--- src/rtl/bvp_pkg.sv ---
// shared constants and widths for the battery voltage to percent block
`default_nettype none

package bvp_pkg;

    localparam int MAX_POINTS = 16;
    localparam int IDX_W      = $clog2(MAX_POINTS);
    localparam int CNT_W      = $clog2(MAX_POINTS + 1);

    localparam int MV_W  = 16;
    localparam int PCT_W = 8;
    localparam int ENT_W = MV_W + PCT_W;

    // serial divider widths: |dv * dp| < 2^24, |den| < 2^16
    localparam int NUM_W  = 24;
    localparam int DEN_W  = 16;
    localparam int DCNT_W = $clog2(NUM_W + 1);

    localparam int CFG_IDX_W = 2;

    localparam logic [1:0] MODE_CLEAR   = 2'd0;
    localparam logic [1:0] MODE_APPEND  = 2'd1;
    localparam logic [1:0] MODE_CONVERT = 2'd2;

    localparam logic [CFG_IDX_W-1:0] REG_EMPTY_MV = 2'd0;
    localparam logic [CFG_IDX_W-1:0] REG_FULL_MV  = 2'd1;

    localparam logic [MV_W-1:0] EMPTY_MV_RST = 16'd3300;
    localparam logic [MV_W-1:0] FULL_MV_RST  = 16'd4200;

    typedef struct packed {
        logic             start;
        logic [NUM_W-1:0] num;
        logic [DEN_W-1:0] den;
    } t_div_req;

    typedef struct packed {
        logic             done;
        logic [NUM_W-1:0] quot;
    } t_div_rsp;

endpackage

`default_nettype wire

--- src/rtl/bvp_in_if.sv ---
// input channel: command beats (clear, append, convert)
`default_nettype none

interface bvp_in_if
    import bvp_pkg::*;
();
    logic                    valid;
    logic                    ready;
    logic [1:0]              mode;
    logic [MV_W-1:0]         voltage_mv;
    logic signed [PCT_W-1:0] point_percent;

    modport source (output valid, output mode, output voltage_mv, output point_percent,
                    input ready);
    modport sink   (input valid, input mode, input voltage_mv, input point_percent,
                    output ready);
endinterface

`default_nettype wire

--- src/rtl/bvp_out_if.sv ---
// output channel: conversion result beats
`default_nettype none

interface bvp_out_if
    import bvp_pkg::*;
();
    logic                    valid;
    logic                    ready;
    logic signed [PCT_W-1:0] percent;
    logic                    used_table;

    modport source (output valid, output percent, output used_table, input ready);
    modport sink   (input valid, input percent, input used_table, output ready);
endinterface

`default_nettype wire

--- src/rtl/bvp_ram.sv ---
// generic single write port ram with registered read
`default_nettype none

module bvp_ram #(
    parameter int WIDTH = 8,
    parameter int DEPTH = 16
) (
    input  wire logic                     i_clk,
    input  wire logic                     i_we,
    input  wire logic [$clog2(DEPTH)-1:0] i_waddr,
    input  wire logic [WIDTH-1:0]         i_wdata,
    input  wire logic [$clog2(DEPTH)-1:0] i_raddr,
    output logic      [WIDTH-1:0]         o_rdata
);

    logic [WIDTH-1:0] r_mem [DEPTH];

    always_ff @(posedge i_clk) begin
        if (i_we) begin
            r_mem[i_waddr] <= i_wdata;
        end
        o_rdata <= r_mem[i_raddr];
    end

endmodule

`default_nettype wire

--- src/rtl/bvp_div.sv ---
// restoring unsigned divider, one quotient bit per cycle
`default_nettype none

module bvp_div
    import bvp_pkg::*;
(
    input  wire logic     i_clk,
    input  wire logic     i_rst_n,
    input  wire t_div_req i_req,
    output t_div_rsp      o_rsp
);

    logic [DEN_W-1:0]  r_rem, n_rem;
    logic [NUM_W-1:0]  r_quo, n_quo;
    logic [DEN_W-1:0]  r_den, n_den;
    logic [DCNT_W-1:0] r_cnt, n_cnt;
    logic              r_done, n_done;
    logic [DEN_W:0]    w_shift;
    logic [DEN_W:0]    w_diff;

    always_comb begin
        w_shift = {r_rem, r_quo[NUM_W-1]};
        w_diff  = w_shift - {1'b0, r_den};
        n_rem   = r_rem;
        n_quo   = r_quo;
        n_den   = r_den;
        n_cnt   = r_cnt;
        n_done  = 1'b0;
        if (i_req.start) begin
            n_rem = '0;
            n_quo = i_req.num;
            n_den = i_req.den;
            n_cnt = DCNT_W'(NUM_W);
        end else if (r_cnt != '0) begin
            // trial subtract, keep it when it does not go negative
            if (w_shift >= {1'b0, r_den}) begin
                n_rem = w_diff[DEN_W-1:0];
                n_quo = {r_quo[NUM_W-2:0], 1'b1};
            end else begin
                n_rem = w_shift[DEN_W-1:0];
                n_quo = {r_quo[NUM_W-2:0], 1'b0};
            end
            n_cnt  = r_cnt - 1'b1;
            n_done = (r_cnt == DCNT_W'(1));
        end
    end

    always_ff @(posedge i_clk) begin
        if (!i_rst_n) begin
            r_cnt  <= '0;
            r_done <= 1'b0;
        end else begin
            r_cnt  <= n_cnt;
            r_done <= n_done;
        end
        r_rem <= n_rem;
        r_quo <= n_quo;
        r_den <= n_den;
    end

    assign o_rsp.done = r_done;
    assign o_rsp.quot = r_quo;

endmodule

`default_nettype wire

--- src/rtl/battery_voltage_to_percent.sv ---
// top level: calibration table, segment search sequencer and shared mul/div datapath
//
// usage
//  - in_ch carries command beats: clear the table, append a (millivolt, percent)
//    point, or convert a millivolt sample; clear and append give no result beat
//  - out_ch carries one result beat (percent, used_table) per convert beat
//  - i_cfg_we/i_cfg_idx/i_cfg_data write empty_mv (index 0) and full_mv (index 1);
//    other indexes are ignored; write only while no convert is in flight
//  - clear and append leave the sequencer idle; in_ch stays ready for the next beat
//  - a convert with a table runs on one sequencer: table end point reads (S_FIRST,
//    S_LAST), a walk over the stored points one per cycle (S_SCAN), a multiply step
//    (S_MUL), a divider load step (S_DIVGO) and a serial divide in S_DIV, which
//    then takes the quotient; end point hits skip the rest
//  - the degenerate range registers its result in the accepting cycle; the linear
//    fallback skips the end point reads and the walk and goes straight to the multiply
//  - in_ch is not ready while a convert runs or while an undelivered result
//    sits in the output register; a stalled receiver therefore holds off in_ch
//  - reset empties the table and loads empty_mv 3300, full_mv 4200
//  - the point memory itself is not cleared; only entries below the count are read
`default_nettype none

module battery_voltage_to_percent
    import bvp_pkg::*;
(
    input  wire logic                 i_clk,
    input  wire logic                 i_rst_n,
    input  wire logic                 i_cfg_we,
    input  wire logic [CFG_IDX_W-1:0] i_cfg_idx,
    input  wire logic [MV_W-1:0]      i_cfg_data,
    bvp_in_if.sink                    in_ch,
    bvp_out_if.source                 out_ch
);

    localparam int SUM_W  = NUM_W + 2;   // base plus signed quotient
    localparam int DV_W   = MV_W + 1;    // signed voltage difference
    localparam int DP_W   = PCT_W + 1;   // signed percent difference
    localparam int PROD_W = DV_W + DP_W;

    typedef enum logic [2:0] {
        S_IDLE,
        S_FIRST,
        S_LAST,
        S_SCAN,
        S_MUL,
        S_DIVGO,
        S_DIV
    } t_state;

    t_state r_state, n_state;

    // configuration registers
    logic [MV_W-1:0] r_empty_mv, r_full_mv;

    // table control
    logic [CNT_W-1:0] r_count, n_count;
    logic [IDX_W-1:0] r_idx, n_idx;
    logic [IDX_W-1:0] w_last;

    // working registers of one convert
    logic [MV_W-1:0]          r_v, n_v;
    logic [MV_W-1:0]          r_prev_v, n_prev_v;
    logic signed [PCT_W-1:0]  r_prev_p, n_prev_p;
    logic signed [DV_W-1:0]   r_dv, n_dv;
    logic signed [DP_W-1:0]   r_dp, n_dp;
    logic signed [DV_W-1:0]   r_den, n_den;
    logic signed [PROD_W-1:0] r_prod, n_prod;
    logic signed [PCT_W-1:0]  r_base, n_base;
    logic                     r_neg, n_neg;

    // output register
    logic                    r_out_vld, n_out_vld;
    logic signed [PCT_W-1:0] r_out_pct, n_out_pct;
    logic                    r_out_tab, n_out_tab;

    // memory and divider hookup
    logic                    w_we;
    logic [IDX_W-1:0]        w_raddr;
    logic [ENT_W-1:0]        w_rdata;
    logic [MV_W-1:0]         w_cur_v;
    logic signed [PCT_W-1:0] w_cur_p;
    t_div_req                w_div_req;
    t_div_rsp                w_div_rsp;

    logic                     w_in_acc;
    logic                     w_bracket;
    logic signed [PROD_W-1:0] w_abs_prod;
    logic signed [DV_W-1:0]   w_abs_den;
    logic signed [SUM_W-1:0]  w_q;
    logic signed [SUM_W-1:0]  w_sum;

    function automatic logic signed [PCT_W-1:0] clamp_pct(input logic signed [SUM_W-1:0] p);
        logic signed [PCT_W-1:0] res;
        if (p < 0) begin
            res = '0;
        end else if (p > SUM_W'(100)) begin
            res = PCT_W'(100);
        end else begin
            res = p[PCT_W-1:0];
        end
        return res;
    endfunction

    assign in_ch.ready = (r_state == S_IDLE) && (!r_out_vld || out_ch.ready);
    assign w_in_acc    = in_ch.valid && in_ch.ready;

    assign out_ch.valid      = r_out_vld;
    assign out_ch.percent    = r_out_pct;
    assign out_ch.used_table = r_out_tab;

    assign w_last  = IDX_W'(r_count - 1'b1);
    assign w_cur_v = w_rdata[ENT_W-1:PCT_W];
    assign w_cur_p = w_rdata[PCT_W-1:0];

    // append lands at the current fill position
    assign w_we = w_in_acc && (in_ch.mode == MODE_APPEND) && (in_ch.voltage_mv != '0)
                  && (r_count < CNT_W'(MAX_POINTS));

    bvp_ram #(
        .WIDTH (ENT_W),
        .DEPTH (MAX_POINTS)
    ) u_points (
        .i_clk   (i_clk),
        .i_we    (w_we),
        .i_waddr (r_count[IDX_W-1:0]),
        .i_wdata ({in_ch.voltage_mv, in_ch.point_percent}),
        .i_raddr (w_raddr),
        .o_rdata (w_rdata)
    );

    // sample lies between previous and current point, either order
    assign w_bracket = ((r_v <= r_prev_v) && (r_v >= w_cur_v))
                    || ((r_v >= r_prev_v) && (r_v <= w_cur_v));

    assign w_abs_prod = r_prod[PROD_W-1] ? -r_prod : r_prod;
    assign w_abs_den  = r_den[DV_W-1] ? -r_den : r_den;

    assign w_div_req.start = (r_state == S_DIVGO);
    assign w_div_req.num   = w_abs_prod[NUM_W-1:0];
    assign w_div_req.den   = w_abs_den[DEN_W-1:0];

    bvp_div u_div (
        .i_clk   (i_clk),
        .i_rst_n (i_rst_n),
        .i_req   (w_div_req),
        .o_rsp   (w_div_rsp)
    );

    // truncating quotient gets the sign back, then the segment base is added
    assign w_q   = r_neg ? -SUM_W'({1'b0, w_div_rsp.quot}) : SUM_W'({1'b0, w_div_rsp.quot});
    assign w_sum = SUM_W'(r_base) + w_q;

    // read address: end points first, then a walk over the segments
    always_comb begin
        unique case (r_state)
            S_FIRST: w_raddr = w_last;
            S_LAST:  w_raddr = IDX_W'(1);
            S_SCAN:  w_raddr = r_idx + 1'b1;
            default: w_raddr = '0;
        endcase
    end

    always_comb begin
        n_state   = r_state;
        n_count   = r_count;
        n_idx     = r_idx;
        n_v       = r_v;
        n_prev_v  = r_prev_v;
        n_prev_p  = r_prev_p;
        n_dv      = r_dv;
        n_dp      = r_dp;
        n_den     = r_den;
        n_prod    = r_prod;
        n_base    = r_base;
        n_neg     = r_neg;
        n_out_vld = r_out_vld;
        n_out_pct = r_out_pct;
        n_out_tab = r_out_tab;

        if (out_ch.valid && out_ch.ready) begin
            n_out_vld = 1'b0;
        end

        unique case (r_state)
            S_IDLE: begin
                if (w_in_acc) begin
                    unique case (in_ch.mode)
                        MODE_CLEAR: n_count = '0;
                        MODE_APPEND: begin
                            if (w_we) begin
                                n_count = r_count + 1'b1;
                            end
                        end
                        MODE_CONVERT: begin
                            n_v       = in_ch.voltage_mv;
                            n_out_tab = (r_count >= CNT_W'(2));
                            if (r_count >= CNT_W'(2)) begin
                                n_state = S_FIRST;
                            end else if (r_full_mv <= r_empty_mv) begin
                                // degenerate fallback range
                                n_out_pct = '0;
                                n_out_vld = 1'b1;
                            end else begin
                                // linear fallback: (v - empty) * 100 / (full - empty)
                                n_dv    = DV_W'(in_ch.voltage_mv) - DV_W'(r_empty_mv);
                                n_dp    = DP_W'(100);
                                n_den   = DV_W'(r_full_mv) - DV_W'(r_empty_mv);
                                n_base  = '0;
                                n_state = S_MUL;
                            end
                        end
                        default: ;
                    endcase
                end
            end
            S_FIRST: begin
                n_prev_v = w_cur_v;
                n_prev_p = w_cur_p;
                if (r_v >= w_cur_v) begin
                    n_out_pct = clamp_pct(SUM_W'(w_cur_p));
                    n_out_vld = 1'b1;
                    n_state   = S_IDLE;
                end else begin
                    n_state = S_LAST;
                end
            end
            S_LAST: begin
                if (r_v <= w_cur_v) begin
                    n_out_pct = clamp_pct(SUM_W'(w_cur_p));
                    n_out_vld = 1'b1;
                    n_state   = S_IDLE;
                end else begin
                    n_idx   = IDX_W'(1);
                    n_state = S_SCAN;
                end
            end
            S_SCAN: begin
                if (w_bracket) begin
                    if (r_prev_v == w_cur_v) begin
                        // flat segment gives its first percent as is
                        n_out_pct = r_prev_p;
                        n_out_vld = 1'b1;
                        n_state   = S_IDLE;
                    end else begin
                        n_dv    = DV_W'(r_v) - DV_W'(w_cur_v);
                        n_dp    = DP_W'(r_prev_p) - DP_W'(w_cur_p);
                        n_den   = DV_W'(r_prev_v) - DV_W'(w_cur_v);
                        n_base  = w_cur_p;
                        n_state = S_MUL;
                    end
                end else if (r_idx == w_last) begin
                    // no segment brackets the sample
                    n_out_pct = PCT_W'(50);
                    n_out_vld = 1'b1;
                    n_state   = S_IDLE;
                end else begin
                    n_prev_v = w_cur_v;
                    n_prev_p = w_cur_p;
                    n_idx    = r_idx + 1'b1;
                end
            end
            S_MUL: begin
                n_prod  = r_dv * r_dp;
                n_state = S_DIVGO;
            end
            S_DIVGO: begin
                n_neg   = r_prod[PROD_W-1] ^ r_den[DV_W-1];
                n_state = S_DIV;
            end
            S_DIV: begin
                if (w_div_rsp.done) begin
                    n_out_pct = clamp_pct(w_sum);
                    n_out_vld = 1'b1;
                    n_state   = S_IDLE;
                end
            end
            default: n_state = S_IDLE;
        endcase
    end

    always_ff @(posedge i_clk) begin
        if (!i_rst_n) begin
            r_state    <= S_IDLE;
            r_count    <= '0;
            r_out_vld  <= 1'b0;
            r_empty_mv <= EMPTY_MV_RST;
            r_full_mv  <= FULL_MV_RST;
        end else begin
            r_state   <= n_state;
            r_count   <= n_count;
            r_out_vld <= n_out_vld;
            if (i_cfg_we && (i_cfg_idx == REG_EMPTY_MV)) begin
                r_empty_mv <= i_cfg_data;
            end
            if (i_cfg_we && (i_cfg_idx == REG_FULL_MV)) begin
                r_full_mv <= i_cfg_data;
            end
        end
        r_idx     <= n_idx;
        r_v       <= n_v;
        r_prev_v  <= n_prev_v;
        r_prev_p  <= n_prev_p;
        r_dv      <= n_dv;
        r_dp      <= n_dp;
        r_den     <= n_den;
        r_prod    <= n_prod;
        r_base    <= n_base;
        r_neg     <= n_neg;
        r_out_pct <= n_out_pct;
        r_out_tab <= n_out_tab;
    end

endmodule

`default_nettype wire
--- src/flat_wrapper.sv ---
// flat-port wrapper written by rule: the top's interface ports become plain ports
module battery_voltage_to_percent_flat import bvp_pkg::*;
  (i_clk, i_rst_n, i_cfg_we, i_cfg_idx, i_cfg_data, in_ch_valid, in_ch_mode, in_ch_voltage_mv, in_ch_point_percent, in_ch_ready, out_ch_valid, out_ch_percent, out_ch_used_table, out_ch_ready);
  bvp_in_if in_ch_i ();
  bvp_out_if out_ch_i ();
  input  wire logic i_clk;
  input  wire logic i_rst_n;
  input  wire logic i_cfg_we;
  input  wire logic [CFG_IDX_W-1:0] i_cfg_idx;
  input  wire logic [MV_W-1:0] i_cfg_data;
  input wire logic [$bits(in_ch_i.valid)-1:0] in_ch_valid;
  input wire logic [$bits(in_ch_i.mode)-1:0] in_ch_mode;
  input wire logic [$bits(in_ch_i.voltage_mv)-1:0] in_ch_voltage_mv;
  input wire logic [$bits(in_ch_i.point_percent)-1:0] in_ch_point_percent;
  output wire logic [$bits(in_ch_i.ready)-1:0] in_ch_ready;
  output wire logic [$bits(out_ch_i.valid)-1:0] out_ch_valid;
  output wire logic [$bits(out_ch_i.percent)-1:0] out_ch_percent;
  output wire logic [$bits(out_ch_i.used_table)-1:0] out_ch_used_table;
  input wire logic [$bits(out_ch_i.ready)-1:0] out_ch_ready;
  assign in_ch_i.valid = in_ch_valid;
  assign in_ch_i.mode = in_ch_mode;
  assign in_ch_i.voltage_mv = in_ch_voltage_mv;
  assign in_ch_i.point_percent = in_ch_point_percent;
  assign in_ch_ready = in_ch_i.ready;
  assign out_ch_valid = out_ch_i.valid;
  assign out_ch_percent = out_ch_i.percent;
  assign out_ch_used_table = out_ch_i.used_table;
  assign out_ch_i.ready = out_ch_ready;
  battery_voltage_to_percent u_core (.i_clk(i_clk), .i_rst_n(i_rst_n), .i_cfg_we(i_cfg_we), .i_cfg_idx(i_cfg_idx), .i_cfg_data(i_cfg_data), .in_ch(in_ch_i), .out_ch(out_ch_i));
endmodule
--- config.mk ---
export PLATFORM = sky130hd
export DESIGN_NAME = battery_voltage_to_percent_flat
export DESIGN_NICKNAME = d
export VERILOG_FILES = /design/src/rtl/bvp_pkg.sv /design/src/rtl/bvp_in_if.sv /design/src/rtl/bvp_out_if.sv /design/src/rtl/bvp_ram.sv /design/src/rtl/bvp_div.sv /design/src/rtl/battery_voltage_to_percent.sv /design/src/flat_wrapper.sv
export SDC_FILE = /design/constraint.sdc
export NUM_CORES = 2
export LEC_CHECK = 0
export BUFFER_PORTS_ARGS = -buffer_cell sky130_fd_sc_hd__buf_2
export CAP_MARGIN = 20
export CORE_MARGIN = 5
export CORE_UTILIZATION = 50
export CTS_CLUSTER_SIZE = 8
export DETAILED_ROUTE_END_ITERATION = 8
export PLACE_DENSITY = 0.68
export SYNTH_ARGS = -nofsm -noshare
export SYNTH_HDL_FRONTEND = slang
export SYNTH_SLANG_ARGS = --single-unit
--- constraint.sdc ---
create_clock -name i_clk -period 5.7 [get_ports i_clk]
set_input_delay 0 -clock i_clk [delete_from_list [all_inputs] [get_ports i_clk]]
set_output_delay 0 -clock i_clk [all_outputs]
set_load 0.005 [all_outputs]
==> impl_metrics.csv <==
group,metric,value,unit
status,outcome,"finished, final reports clean",
power_and_ir_drop,power.total,24.35,mW
global_route,grt_pass1_vias,25260,
power_and_ir_drop,p_leak,15.94,nW
synth,synth_compound_area_frac,0.09963,
timing,relSlewSlack,0.3166,
cells_and_area,final-seq-area,0.01838,mm2
synth,synthesis.area,0.03639,mm2
timing,tightest_slew,1.019,ns
synth,synth-simple-area-share,0.1113,
worst_setup_path,crit_family,"adder cells",
placement,place_inst,4016,
synth,muxShareOfSynthArea,0.06700,
cells_and_area,layout-drive-gt1-share,0.1321,
worst_setup_path,arrival,5.93,ns
detailed_routing,dr.pass1.iters,5,
worst_setup_path,worst_path_max_delay_cell,"fa_1",
global_route,antenna_found_initial,2,
worst_setup_path,crit_path_start,"u_core.r_dp[3]",
global_route,grt_max_degree,97,
clocking,root_buffer,"clkbuf_16",
detailed_routing,ant_nets,0,
die,fp.dieW,279.8,um
synth,synth_top_area_share,0.4571,
worst_setup_path,crit_top_cell,"fa_1",
cells_and_area,nNetsFinal,3600,
cells_and_area,syn2layout_area_growth,15.09,%
hold_path,hold_class,"in -> reg",
cells_and_area,nFillCells,5857,
die,rows,99,
clocking,numCtsBuffers,90,
die,io_pins,60,
detailed_routing,wirelength,91.95,mm
clocking,clk_latency,0.67,ns
placement,gp_congestion,0.8833,
synth,synth_top_family_by_area,"adder cells",
synth,syn_nets,3398,
detailed_routing,viasPerCell,5.750,
worst_setup_path,worst-path-max-fanout,9,
worst_setup_path,slowest_delay,0.54,ns
clocking,cts.sinks,641,
synth,synth_top_flop_cell,"edfxtp_1",
detailed_routing,vias,24420,
clocking,cts_max_path_buffers,3,
timing,finClkSkew,0.06552,ns
worst_setup_path,critPathBufInv,4,
worst_setup_path,critPathKind,"reg -> reg",
synth,syn_inst,3019,
power_and_ir_drop,ir_drop,1.134,mV
timing,period_minus_slack,5.572,ns
power_and_ir_drop,powerDensity,581.4,mW/mm2
worst_setup_path,path_cells,"buf_4 > buf_4 > and2_1 > fa_1 > inv_1 > fa_1 > inv_1 > fa_1 > fa_1 > ha_1 > ha_4 > and3_1 > a311o_1 > a21oi_2 > o21ai_2 > a41o_1 > o41ai_2 > xnor2_1",
cells_and_area,multi_input_area,0.01696,mm2
timing,hold_ws,0.06897,ns
timing,finalSetupViolations,0,
detailed_routing,avgRoutedWirePerCell,21.65,um
synth,synth_cell_types,83,
die,core-area,0.07259,mm2
synth,synth_edf_count,554,
synth,synth_common_cells,"edfxtp_1 (554), nand2_1 (346), inv_1 (261)",
clocking,cts_tree,"done",
clocking,h-tree-depth,3,
timing,final.setup.tns,0,ns
synth,ys_seq_area_frac,0.5050,
hold_path,hold_start,"i_cfg_we",
timing,final_hold_viol_count,0,
die,dieHeight,279.8,um
cells_and_area,final_cells,4247,
timing,finalCritPeriodShare,0.9775,
synth,synth_most_common_cell,"edfxtp_1",
worst_setup_path,startpoint_type,"register",
placement,io_buffers,59,
placement,pre_cts_ws,-0.1704,ns
synth,synthArstFlopShare,0,
global_route,grt_usage,0.2323,
clocking,clk_pin_slew,0.05,ns
worst_setup_path,required,6.05,ns
synth,synthTopCellsByArea,"edfxtp_1 (46%), fa_1 (7.3%), ha_1 (6.8%)",
die,start_util,0.5014,
synth,synthAdderAreaFrac,0.1409,
synth,ys_warn_count,0,
detailed_routing,drc_errors,0,
synth,synth_largest_area_cell,"edfxtp_1",
placement,dp.final_hpwl,64.06,mm
detailed_routing,drt-initial-drc-count,2131,
worst_setup_path,cp-end-kind,"register",
timing,finalMaxSlewViolations,0,
timing,worst_slack,0.1280,ns
synth,syn_area_per_cell,12.06,um2
die,dieArea,0.07829,mm2
run,cap_violations,0,
synth,synth_seq_cells,641,
synth,synthXorXnorAreaFrac,0.03778,
timing,clock.fmax,179.5,MHz
worst_setup_path,reg2reg_from,"u_core.r_dp[3]",
global_route,overflow,0,
global_route,grt_first_pass_wirelength,142.9,mm
where the power goes:
| group | switching [mW] | total (mW) | internal, mW |
|---|---|---|---|
| clock network | 2.04 | 5.00 | 2.96 |
| logic | 7.07 | 12.7 | 5.63 |
| registers | 0.532 | 6.65 | 6.12 |
| total | 9.64 | 24.4 | 14.7 |
layer usage:
metal / wire length, um / share of wire / vias up / global-route usage
met5: 14 / 0.00015 / - / 0
met4: 2669 / 0.029 / 2 / 0.07179
met3: 5056 / 0.055 / 157 / 0.03334
met2: 45270 / 0.49 / 728 / 0.3947
met1: 38940 / 0.42 / 12140 / 0.3130
li1: - / - / 11390 / -
registers in the layout, summed over array words and instances (netlist names), 17 cells and up:
register                 cells
u_core.u_points.r_mem      384
u_core.r_prod               25
u_core.u_div.r_quo          24
u_core.u_points.o_rdata     24
u_core.r_den                17
u_core.r_dv                 17
timing repair:
item	CTS	global route
hold endpoints to repair	459	0
setup endpoints to repair	1	10
hold buffers	56	0
pin swaps	11	24
setup buffers	10	6
gates resized for setup	7	33
cloned	0	0
cell type report:
cell class / count / share of cell area
Antenna cell: 2 / 0.0001195
Clock buffer: 148 / 0.05897
Clock inverter: 9 / 0.004750
Inverter: 262 / 0.02348
Multi-Input combinational cell: 2009 / 0.4050
Sequential cell: 641 / 0.4387
Tap cell: 959 / 0.02865
Timing Repair Buffer: 217 / 0.04030
kinds of logic after synthesis:
logic type      Yosys count
compound gates          558
xor+xnor                157
mux                     122
fa+ha+maj               330
simple gates            842
flops                   641
buf+inv                 369
metrics by stage:
step / area [um2] / util
after floorplan: 36420 / -
after global placement: 38300 / 0.5276
after detailed placement: 38310 / 0.5278
after CTS: 41630 / 0.5736
after global routing: 41880 / 0.5770
final: 41890 / 0.5771
cell usage in the layout (no fill, tap or decap), drive strengths merged, types with 8 or more instances in the layout:
master       netlist  final
a211oi            52     52
and3              14     14
nor2             128    128
a31oi             40     40
buf                9    161
nor3              52     52
o41ai              8      8
a21o              44     44
and2              65     65
nand2b            39     39
or3               28     28
xor2              48     48
nand2            346    346
o21a              17     17
o211ai            20     20
mux4              96     96
ha               197    197
or4               13     13
xnor2            109    109
clkbuf            98    148
clkinv             1      8
nor4              16     16
a21oi            121    121
fa               133    133
o21bai            11     11
dlygate4sd3        0     56
edfxtp           554    554
nor2b             48     48
nand3             42     42
nor3b              8      8
nand3b             8      8
a21boi             9      9
o31ai             26     26
o21ai            134    134
dfxtp             87     87
mux2i             23     23
inv              261    263
nand4             18     18
worst register-to-register path: cells and delay by family (launching register included):
family	cells	cell delay, ns
XOR/XNOR	1	0.13
AO/OA/AOI/OAI	5	1.20
flip-flops	1	0.52
adder cells (fa/ha/maj)	6	2.67
AND/OR/NAND/NOR	2	0.34
buffers and inverters	4	0.46
final timing paths:
| path | endpoint | slack [ns] | cells past startpoint |
|---|---|---|---|
| worst min-delay path | u_core.r_empty_mv[15] | 0.07 | 4 |
| worst max register to register | u_core.r_prod[25] | 0.13 | 18 |
| worst max-delay path | u_core.r_prod[25] | 0.13 | 18 |
| worst min register to register | u_core.r_prev_v[7] | 0.43 | 0 |
Note: power is estimated with default switching activity, not from simulation.
